## src/rtl/core/tllr_pkg.sv

```systemverilog
package tllr_pkg;

    // Fixed field widths
    localparam int TLLR_FLAG_W    = 8;
    localparam int TLLR_GRP_W     = 2;
    localparam int TLLR_SEC_W     = 8;
    localparam int TLLR_HOLD_W    = 16;
    localparam int TLLR_TICK_W    = 20;
    localparam int TLLR_REQ_W     = 2;
    localparam int TLLR_CFG_IDX_W = 3;
    localparam int TLLR_CFG_DAT_W = 20;

    // Default geometry
    localparam int TLLR_GROUPS          = 2;
    localparam int TLLR_LANES_PER_GROUP = 4;

    // Register indexes
    localparam logic [TLLR_CFG_IDX_W-1:0] CFG_RESYNC_ENABLE   = 3'd0;
    localparam logic [TLLR_CFG_IDX_W-1:0] CFG_CHECK_INTERVAL  = 3'd1;
    localparam logic [TLLR_CFG_IDX_W-1:0] CFG_RESET_HOLD      = 3'd2;
    localparam logic [TLLR_CFG_IDX_W-1:0] CFG_RESET_TIMEOUT   = 3'd3;
    localparam logic [TLLR_CFG_IDX_W-1:0] CFG_RESETS_REQUIRED = 3'd4;

    // Register reset values
    localparam logic                      RST_RESYNC_ENABLE   = 1'b1;
    localparam logic [TLLR_SEC_W-1:0]     RST_CHECK_INTERVAL  = 8'd2;
    localparam logic [TLLR_HOLD_W-1:0]    RST_RESET_HOLD      = 16'd200;
    localparam logic [TLLR_TICK_W-1:0]    RST_RESET_TIMEOUT   = 20'd100000;
    localparam logic [TLLR_REQ_W-1:0]     RST_RESETS_REQUIRED = 2'd2;

    localparam logic [TLLR_SEC_W-1:0]     SEC_MAX = 8'd255;

    typedef struct packed {
        logic                   resync_enable;
        logic [TLLR_SEC_W-1:0]  check_interval_seconds;
        logic [TLLR_HOLD_W-1:0] reset_hold_ticks;
        logic [TLLR_TICK_W-1:0] reset_timeout_ticks;
        logic [TLLR_REQ_W-1:0]  resets_required;
    } cfg_t;

    typedef struct packed {
        logic                   second_strobe;
        logic [TLLR_FLAG_W-1:0] lock_lost_flags;
        logic [TLLR_FLAG_W-1:0] reset_done_flags;
        logic                   force_reset;
    } in_item_t;

    typedef struct packed {
        logic [TLLR_GRP_W-1:0] reset_lines;
        logic                  realign_pulse;
        logic                  lock_loss_report;
        logic                  reset_failed;
        logic                  recovering;
        logic [TLLR_GRP_W-1:0] lost_groups;
        logic                  busy_res;
    } out_item_t;

endpackage

```

## src/rtl/core/transceiver_lock_loss_recovery_top.sv

```systemverilog
// Channel   Direction  Handshake             Payload
// input     in         in_valid / in_ready   second_strobe, lock_lost_flags,
//                                            reset_done_flags, force_reset
// output    out        out_valid / out_ready reset_lines, realign_pulse, lock_loss_report,
//                                            reset_failed, recovering, lost_groups, busy_res
// config    in         cfg_we                cfg_index, cfg_data (write only)
//
// One request per clock while the output is not stalled; each accepted request passes the
// input register, then the state update into the result register.
// Reset loads the registers with their defaults and clears all recovery state.
// A stalled output holds its result; the input register keeps its request, or takes one
// more if it is empty, and holds in_ready low until the result is taken.
module transceiver_lock_loss_recovery_top #(
    parameter int GROUPS          = tllr_pkg::TLLR_GROUPS,
    parameter int LANES_PER_GROUP = tllr_pkg::TLLR_LANES_PER_GROUP
) (
    input  logic                                clk,
    input  logic                                rst_n,

    input  logic                                cfg_we,
    input  logic [tllr_pkg::TLLR_CFG_IDX_W-1:0] cfg_index,
    input  logic [tllr_pkg::TLLR_CFG_DAT_W-1:0] cfg_data,

    input  logic                                in_valid,
    output logic                                in_ready,
    input  logic                                second_strobe,
    input  logic [tllr_pkg::TLLR_FLAG_W-1:0]    lock_lost_flags,
    input  logic [tllr_pkg::TLLR_FLAG_W-1:0]    reset_done_flags,
    input  logic                                force_reset,

    output logic                                out_valid,
    input  logic                                out_ready,
    output logic [tllr_pkg::TLLR_GRP_W-1:0]     reset_lines,
    output logic                                realign_pulse,
    output logic                                lock_loss_report,
    output logic                                reset_failed,
    output logic                                recovering,
    output logic [tllr_pkg::TLLR_GRP_W-1:0]     lost_groups,
    output logic                                busy_res
);
    import tllr_pkg::*;

    cfg_t      cfg;
    in_item_t  up_item;
    in_item_t  stage_item;
    logic      stage_valid;
    logic      stage_ready;
    out_item_t res_item;

    // Pack the input fields into one request
    assign up_item.second_strobe    = second_strobe;
    assign up_item.lock_lost_flags  = lock_lost_flags;
    assign up_item.reset_done_flags = reset_done_flags;
    assign up_item.force_reset      = force_reset;

    // Hold the configuration registers
    tllr_cfg u_cfg (
        .clk       (clk),
        .rst_n     (rst_n),
        .cfg_we    (cfg_we),
        .cfg_index (cfg_index),
        .cfg_data  (cfg_data),
        .cfg       (cfg)
    );

    // Register the incoming request
    tllr_in_stage u_in_stage (
        .clk      (clk),
        .rst_n    (rst_n),
        .up_valid (in_valid),
        .up_ready (in_ready),
        .up_item  (up_item),
        .dn_valid (stage_valid),
        .dn_ready (stage_ready),
        .dn_item  (stage_item)
    );

    // Advance the recovery sequencer and register the result
    tllr_ctrl #(
        .GROUPS          (GROUPS),
        .LANES_PER_GROUP (LANES_PER_GROUP)
    ) u_ctrl (
        .clk       (clk),
        .rst_n     (rst_n),
        .cfg       (cfg),
        .in_valid  (stage_valid),
        .in_ready  (stage_ready),
        .in_item   (stage_item),
        .out_valid (out_valid),
        .out_ready (out_ready),
        .out_item  (res_item)
    );

    // Unpack the result onto its ports
    assign reset_lines      = res_item.reset_lines;
    assign realign_pulse    = res_item.realign_pulse;
    assign lock_loss_report = res_item.lock_loss_report;
    assign reset_failed     = res_item.reset_failed;
    assign recovering       = res_item.recovering;
    assign lost_groups      = res_item.lost_groups;
    assign busy_res         = res_item.busy_res;

endmodule

```

## src/rtl/core/tllr_cfg.sv

```systemverilog
module tllr_cfg (
    input  logic                                  clk,
    input  logic                                  rst_n,
    input  logic                                  cfg_we,
    input  logic [tllr_pkg::TLLR_CFG_IDX_W-1:0]   cfg_index,
    input  logic [tllr_pkg::TLLR_CFG_DAT_W-1:0]   cfg_data,
    output tllr_pkg::cfg_t                        cfg
);
    import tllr_pkg::*;

    cfg_t cfg_reg;

    always_ff @(posedge clk or negedge rst_n)
    begin
        if (!rst_n)
        begin
            cfg_reg.resync_enable          <= RST_RESYNC_ENABLE;
            cfg_reg.check_interval_seconds <= RST_CHECK_INTERVAL;
            cfg_reg.reset_hold_ticks       <= RST_RESET_HOLD;
            cfg_reg.reset_timeout_ticks    <= RST_RESET_TIMEOUT;
            cfg_reg.resets_required        <= RST_RESETS_REQUIRED;
        end
        else if (cfg_we)
        begin
            unique case (cfg_index)
                CFG_RESYNC_ENABLE:   cfg_reg.resync_enable <= cfg_data[0];
                CFG_CHECK_INTERVAL:  cfg_reg.check_interval_seconds <= cfg_data[TLLR_SEC_W-1:0];
                CFG_RESET_HOLD:      cfg_reg.reset_hold_ticks <= cfg_data[TLLR_HOLD_W-1:0];
                CFG_RESET_TIMEOUT:   cfg_reg.reset_timeout_ticks <= cfg_data[TLLR_TICK_W-1:0];
                CFG_RESETS_REQUIRED: cfg_reg.resets_required <= cfg_data[TLLR_REQ_W-1:0];
                default:             ; // drop writes to unmapped indexes
            endcase
        end
    end

    assign cfg = cfg_reg;

endmodule

```

## src/rtl/core/tllr_in_stage.sv

```systemverilog
module tllr_in_stage (
    input  logic                 clk,
    input  logic                 rst_n,
    input  logic                 up_valid,
    output logic                 up_ready,
    input  tllr_pkg::in_item_t   up_item,
    output logic                 dn_valid,
    input  logic                 dn_ready,
    output tllr_pkg::in_item_t   dn_item
);
    import tllr_pkg::*;

    logic     valid_reg;
    in_item_t item_reg;

    // Take a new request when empty or when the held one moves on this cycle
    assign up_ready = !valid_reg || dn_ready;

    always_ff @(posedge clk or negedge rst_n)
    begin
        if (!rst_n)
        begin
            valid_reg <= 1'b0;
        end
        else if (up_ready)
        begin
            valid_reg <= up_valid;
        end
    end

    always_ff @(posedge clk)
    begin
        if (up_ready && up_valid)
        begin
            item_reg <= up_item;
        end
    end

    assign dn_valid = valid_reg;
    assign dn_item  = item_reg;

endmodule

```

## src/rtl/core/tllr_ctrl.sv

```systemverilog
module tllr_ctrl #(
    parameter int GROUPS          = tllr_pkg::TLLR_GROUPS,
    parameter int LANES_PER_GROUP = tllr_pkg::TLLR_LANES_PER_GROUP
) (
    input  logic                 clk,
    input  logic                 rst_n,
    input  tllr_pkg::cfg_t       cfg,
    input  logic                 in_valid,
    output logic                 in_ready,
    input  tllr_pkg::in_item_t   in_item,
    output logic                 out_valid,
    input  logic                 out_ready,
    output tllr_pkg::out_item_t  out_item
);
    import tllr_pkg::*;

    typedef enum logic [1:0] {
        PH_IDLE = 2'd0,
        PH_HOLD = 2'd1,
        PH_WAIT = 2'd2
    } phase_t;

    localparam logic [TLLR_GRP_W-1:0] ALL_GROUPS = TLLR_GRP_W'((1 << GROUPS) - 1);

    phase_t                 phase_reg, phase_next;
    logic [TLLR_SEC_W-1:0]  secs_reg, secs_next;
    logic [TLLR_TICK_W-1:0] tick_reg, tick_next;
    logic [TLLR_REQ_W-1:0]  rem_reg, rem_next;
    logic                   reported_reg, reported_next;
    logic [TLLR_GRP_W-1:0]  target_reg, target_next;
    logic                   forced_reg, forced_next;
    logic                   out_valid_reg;
    out_item_t              out_item_reg, out_item_next;

    logic                   take;
    logic [TLLR_SEC_W-1:0]  secs_inc;
    logic [TLLR_REQ_W-1:0]  req_count;
    logic [TLLR_GRP_W-1:0]  lost;
    logic [TLLR_GRP_W-1:0]  active_cur;
    logic [TLLR_GRP_W-1:0]  active_new;
    logic                   all_ok;
    logic                   start;

    assign in_ready = !out_valid_reg || out_ready;
    assign take     = in_valid && in_ready;

    assign req_count = (cfg.resets_required == '0) ? TLLR_REQ_W'(1) : cfg.resets_required;

    assign secs_inc = (in_item.second_strobe && secs_reg != SEC_MAX) ? secs_reg + 1'b1 : secs_reg;

    assign active_cur = forced_reg ? ALL_GROUPS : (target_reg & ALL_GROUPS);
    assign active_new = forced_next ? ALL_GROUPS : (target_next & ALL_GROUPS);

    // Per-group lane reduction
    always_comb
    begin
        lost   = '0;
        all_ok = 1'b1;
        for (int g = 0; g < GROUPS; g++)
        begin
            lost[g] = |in_item.lock_lost_flags[g*LANES_PER_GROUP +: LANES_PER_GROUP];
            if (active_cur[g] && !(&in_item.reset_done_flags[g*LANES_PER_GROUP +: LANES_PER_GROUP]))
            begin
                all_ok = 1'b0;
            end
        end
    end

    always_comb
    begin
        phase_next    = phase_reg;
        secs_next     = secs_inc;
        tick_next     = tick_reg;
        rem_next      = rem_reg;
        reported_next = reported_reg;
        target_next   = target_reg;
        forced_next   = forced_reg;
        start         = 1'b0;
        out_item_next = '0;

        unique case (phase_reg)
            PH_HOLD:
            begin
                if (tick_reg >= TLLR_TICK_W'(cfg.reset_hold_ticks))
                begin
                    phase_next = PH_WAIT;
                    tick_next  = '0;
                end
                else
                begin
                    out_item_next.reset_lines = active_cur;
                    tick_next = tick_reg + 1'b1;
                end
            end
            PH_WAIT:
            begin
                if (all_ok || tick_reg >= cfg.reset_timeout_ticks)
                begin
                    phase_next = PH_IDLE;
                    tick_next  = '0;
                    if (forced_reg)
                    begin
                        if (all_ok)
                        begin
                            reported_next = 1'b0;
                            out_item_next.realign_pulse = 1'b1;
                        end
                        else
                        begin
                            out_item_next.reset_failed = 1'b1;
                        end
                        forced_next = 1'b0;
                    end
                    else if (all_ok)
                    begin
                        rem_next = (rem_reg != '0) ? rem_reg - 1'b1 : rem_reg;
                        if (rem_next == '0)
                        begin
                            reported_next = 1'b0;
                            out_item_next.realign_pulse = 1'b1;
                        end
                    end
                    else
                    begin
                        rem_next = req_count;
                        out_item_next.reset_failed = 1'b1;
                    end
                end
                else
                begin
                    tick_next = tick_reg + 1'b1;
                end
            end
            default:
            begin
                phase_next = PH_IDLE;
                if (in_item.force_reset)
                begin
                    forced_next = 1'b1;
                    start       = 1'b1;
                end
                else if (cfg.resync_enable && secs_inc > cfg.check_interval_seconds)
                begin
                    secs_next = '0;
                    if (rem_reg == '0 && lost != '0)
                    begin
                        target_next = lost;
                        rem_next    = req_count;
                        if (!reported_reg)
                        begin
                            reported_next = 1'b1;
                            out_item_next.lock_loss_report = 1'b1;
                        end
                    end
                    start = (rem_next != '0);
                end
                if (start)
                begin
                    phase_next = PH_HOLD;
                    tick_next  = TLLR_TICK_W'(1);
                    out_item_next.reset_lines = active_new;
                end
            end
        endcase

        out_item_next.recovering  = (rem_next != '0);
        out_item_next.lost_groups = target_next;
        out_item_next.busy_res    = (phase_next != PH_IDLE);
    end

    always_ff @(posedge clk or negedge rst_n)
    begin
        if (!rst_n)
        begin
            phase_reg     <= PH_IDLE;
            secs_reg      <= '0;
            tick_reg      <= '0;
            rem_reg       <= '0;
            reported_reg  <= 1'b0;
            target_reg    <= '0;
            forced_reg    <= 1'b0;
            out_valid_reg <= 1'b0;
        end
        else
        begin
            if (take)
            begin
                phase_reg    <= phase_next;
                secs_reg     <= secs_next;
                tick_reg     <= tick_next;
                rem_reg      <= rem_next;
                reported_reg <= reported_next;
                target_reg   <= target_next;
                forced_reg   <= forced_next;
            end
            if (in_ready)
            begin
                out_valid_reg <= in_valid;
            end
        end
    end

    always_ff @(posedge clk)
    begin
        if (take)
        begin
            out_item_reg <= out_item_next;
        end
    end

    assign out_valid = out_valid_reg;
    assign out_item  = out_item_reg;

endmodule
```

## config.mk

```make
export PLATFORM = sky130hd
export DESIGN_NAME = transceiver_lock_loss_recovery_top
export DESIGN_NICKNAME = d
export VERILOG_FILES = /design/src/rtl/core/tllr_pkg.sv /design/src/rtl/core/transceiver_lock_loss_recovery_top.sv /design/src/rtl/core/tllr_cfg.sv /design/src/rtl/core/tllr_in_stage.sv /design/src/rtl/core/tllr_ctrl.sv
export SDC_FILE = /design/constraint.sdc
export NUM_CORES = 1
export LEC_CHECK = 0
export ABC_CLOCK_PERIOD_IN_PS = 4260
export BUFFER_PORTS_ARGS = -buffer_cell sky130_fd_sc_hd__buf_4
export CAP_MARGIN = 10
export CORE_MARGIN = 5
export CORE_UTILIZATION = 35
export CTS_CLUSTER_DIAMETER = 50
export CTS_CLUSTER_SIZE = 20
export DETAILED_ROUTE_END_ITERATION = 10
export HOLD_SLACK_MARGIN = 0.05
export PLACE_DENSITY = 0.5
export SLEW_MARGIN = 0
export SYNTH_ARGS = -nofsm -noshare
export SYNTH_HDL_FRONTEND = slang
export SYNTH_SLANG_ARGS = --single-unit
```

## constraint.sdc

```tcl
create_clock -name clk -period 4.26 [get_ports clk]
set_clock_uncertainty 0.15 [all_clocks]
set_input_delay 0.213 -clock clk [delete_from_list [all_inputs] [get_ports clk]]
set_output_delay 0.213 -clock clk [all_outputs]
set_load 0.1 [all_outputs]
```

==> results.tsv <==
metric	value	unit
holdPathStages	3	
grtUsageMet3	3.74	%
coreArea	0.0171	sq mm
multi_input_area	0.00281	sq mm
ys_ff_latch	112	
grt_pass1_vias	4743	
avgSynthCellArea	10.5	sq um
combPwrFrac	27.3	%
htree_levels	3	
finalCritPeriodShare	90.5	%
cts_tree	yes	
cp_common_cell	ha_1	
rsz0062_at_grt	no	
power_frac_clock	28.8	%
wire_per_inst	15.1	um
ys.flop_type	dfrtp_1	
power.leakage	3.42	nW
grt_overflow	0	
synthesis.nets	673	
ys_seq_area_share	48.8	%
area_growth	22.8	%
dr.pass1.iters	4	
r2r_cells	15	
dieArea	0.0200	sq mm
p_sw_share	33.6	%
grt_pass1_wl	22900	um
die_h	141	um
grt_antenna_before_repair	0	
synth_edf_count	27	
yosys_warnings	0	
antenna_cells	0	
critPathSlowestCell	nor2b_2	
cp.depth	15	
clk_transition_reported_paths	0.08	ns
critPathMaxStageDelay	0.70	ns
place.gp.congestion	0.811	
synth_area	0.00605	sq mm
std_cell_rows	48	
via_per_inst	5.04	
tns	0	ns
muxShareOfSynthArea	5.93	%
postSynth.asyncResetShare	75.9	%
fillers	1631	
drc	0	
end_kind	register	
path_max_fanout	18	
setup_viol	0	
floorplan.initialDensity	35.4	%
clock_path_buffers	2	
grt_usage	14.3	%
synth_xor_area_share	0.579	%
final-hold-violation-count	0	
vias	4557	
synth-adder-area-share	9.92	%
path_cells	ha_1 > nand3_1 > o21ai_1 > inv_1 > and3_1 > and4_1 > xor2_1 > ha_1 > nand4_1 > o21ai_0 > a21oi_1 > o21ai_2 > a31oi_1 > nor2b_2 > a22o_1	
power.density	425	mW/mm^2
top_usage_layer	met2	
wl	13600	um
grt_max_degree	58	
dp_hpwl	9800	um
path_delay_family	simple AND/OR/NAND/NOR gates	
p_int	2.10	mW
post-route-util	43.4	%
fp.dieW	141	um
synth_top_family_by_area	compound AO/OA/AOI/OAI gates	
grt_util_met1	17.9	%
peakVddDrop	0.218	mV
cap_violations	0	
clock_latency	0.36	ns
tightest_slew	1.10	ns
dpl_cell_area	0.00669	sq mm
synth-compound-area-share	16.6	%
p_sw	1.06	mW
io_pins	57	
largest_reg_flops	47	
seq_power_share	43.9	%
synth_simple_gate_area_share	13.3	%
ant_nets	0	
cts-root-buf	clkbuf_16	
nets	768	
fmax	259	MHz
grt_util_met2	24.1	%
port_buffers	56	
relSlewSlack	27.0	%
ys_types	61	
min_period	3.85	ns
drtIter0Drc	230	
clock_sinks	112	
critPathBufInv	1	
startpoint_type	register	
cts_made_buffers	9	
register_area	0.00295	sq mm
final_max_slew_viol_count	0	
outcome	complete, no violations	
worstSetupPathType	register to register	
holdWs	0.0885	ns
fin_area	0.00743	sq mm
arrival	4.00	ns
drive_gt1_share	18.9	%
post_cts_buffers	0	
hp-class	primary input to register	
cp.required	4.41	ns
netlist_instances	579	
-- worst reg2reg max path: stages, from the launching register on --
cell and delay (ns):
dfrtp_1 0.41, ha_1 0.20, nand3_1 0.08, o21ai_1 0.23
inv_1 0.12, and3_1 0.22, and4_1 0.21, xor2_1 0.18
ha_1 0.28, nand4_1 0.14, o21ai_0 0.14, a21oi_1 0.18
o21ai_2 0.10, a31oi_1 0.21, nor2b_2 0.70, a22o_1 0.26
-- logic make-up after synthesis --
family          count (synthesis)
mux                            32
simple gates                  165
flops                         112
compound gates                147
xor+xnor                        4
fa+ha+maj                      48
buf+inv                        71
-- power by group through the flow --
stage | sequential, mW | clock [mW] | combinational [mW]
after global routing | 1.41 | 0.985 | 0.976
after floorplan | 1.49 | 0 | 0.512
after CTS | 1.39 | 0.941 | 0.873
after global placement | 1.40 | 0 | 0.823
final | 1.39 | 0.910 | 0.863
after detailed placement | 1.41 | 0 | 0.833
-- placed cells by master, fill, tap and decap left out, types with 6 or more instances in the layout --
cell | Yosys | final
and3_1 | 10 | 10
nand2_1 | 65 | 65
nor2b_1 | 12 | 12
nor2_1 | 27 | 27
mux2_2 | 31 | 31
ha_1 | 48 | 48
nor3_1 | 9 | 9
a211oi_1 | 7 | 7
dfrtp_1 | 73 | 73
nand2b_1 | 6 | 6
o21ai_1 | 13 | 13
dfstp_2 | 12 | 12
dlygate4sd3_1 | 0 | 42
buf_4 | 0 | 59
nand3_1 | 6 | 6
nand4_1 | 9 | 9
inv_1 | 54 | 54
a21o_1 | 8 | 8
edfxtp_1 | 27 | 27
a22o_1 | 22 | 22
o21ai_0 | 45 | 45
clkbuf_16 | 0 | 9
a21oi_1 | 21 | 21
-- path summary, 6_finish.rpt --
path / startpoint / slack (ns) / end
worst max-delay path: u_ctrl.secs_reg[0] / 0.41 / u_ctrl.tick_reg[2]
worst min-delay path: cfg_index[0] / 0.09 / u_cfg.cfg[46]
worst max register to register: u_ctrl.secs_reg[0] / 0.41 / u_ctrl.tick_reg[2]
worst min register to register: u_in_stage.dn_valid / 0.36 / u_ctrl.out_valid
max in group asynchronous: rst_n / 2.71 / u_cfg.cfg[25]
min in group asynchronous: rst_n / 0.31 / u_cfg.cfg[10]
-- layout make-up --
cell class | count | area share [%]
flip-flops and latches | 112 | 39.7
multi-input cells | 396 | 37.8
repair buffers | 101 | 11.6
well taps | 225 | 3.79
clock buffers | 9 | 3.03
inverters | 54 | 2.73
clock inverters | 7 | 1.31
-- layer usage --
metal  part of all wire (%)  vias up
li1                       -     2261
met1                     46     2189
met2                     48       83
met3                    4.2       24
met4                    2.4        0
met5                      0        -
-- cell usage after synthesis, types with 8 or more instances --
cell	n	share of area (%)
a21o_1	8	0.99
o21ai_0	45	3.7
a21oi_1	21	1.7
nor2_1	27	1.7
o21ai_1	13	1.1
dfrtp_1	73	30
nand2_1	65	4.0
and3_1	10	1.0
clkbuf_1	12	0.74
a22o_1	22	3.2
dfstp_2	12	5.2
edfxtp_1	27	13
nor2b_1	12	1.2
ha_1	48	9.9
nand4_1	9	0.93
inv_1	54	3.3
mux2_2	31	5.8
nor3_1	9	0.74
-- through the flow --
stage / instances / setup slack [ns] / power [mW]
after global routing: 904 / 0.127 / 3.37
after floorplan: 579 / 0.861 / 2.00
final: 904 / 0.406 / 3.16
after detailed placement: 846 / 0.461 / 2.24
after CTS: 904 / 0.428 / 3.20
after global placement: 846 / 0.583 / 2.23
-- timing repair --
action | in CTS | in global routing
endpoints found under the hold margin | 115 | 0
hold buffers | 42 | 0
gates resized for setup | 0 | 0
(Power assumes the default switching activity.)
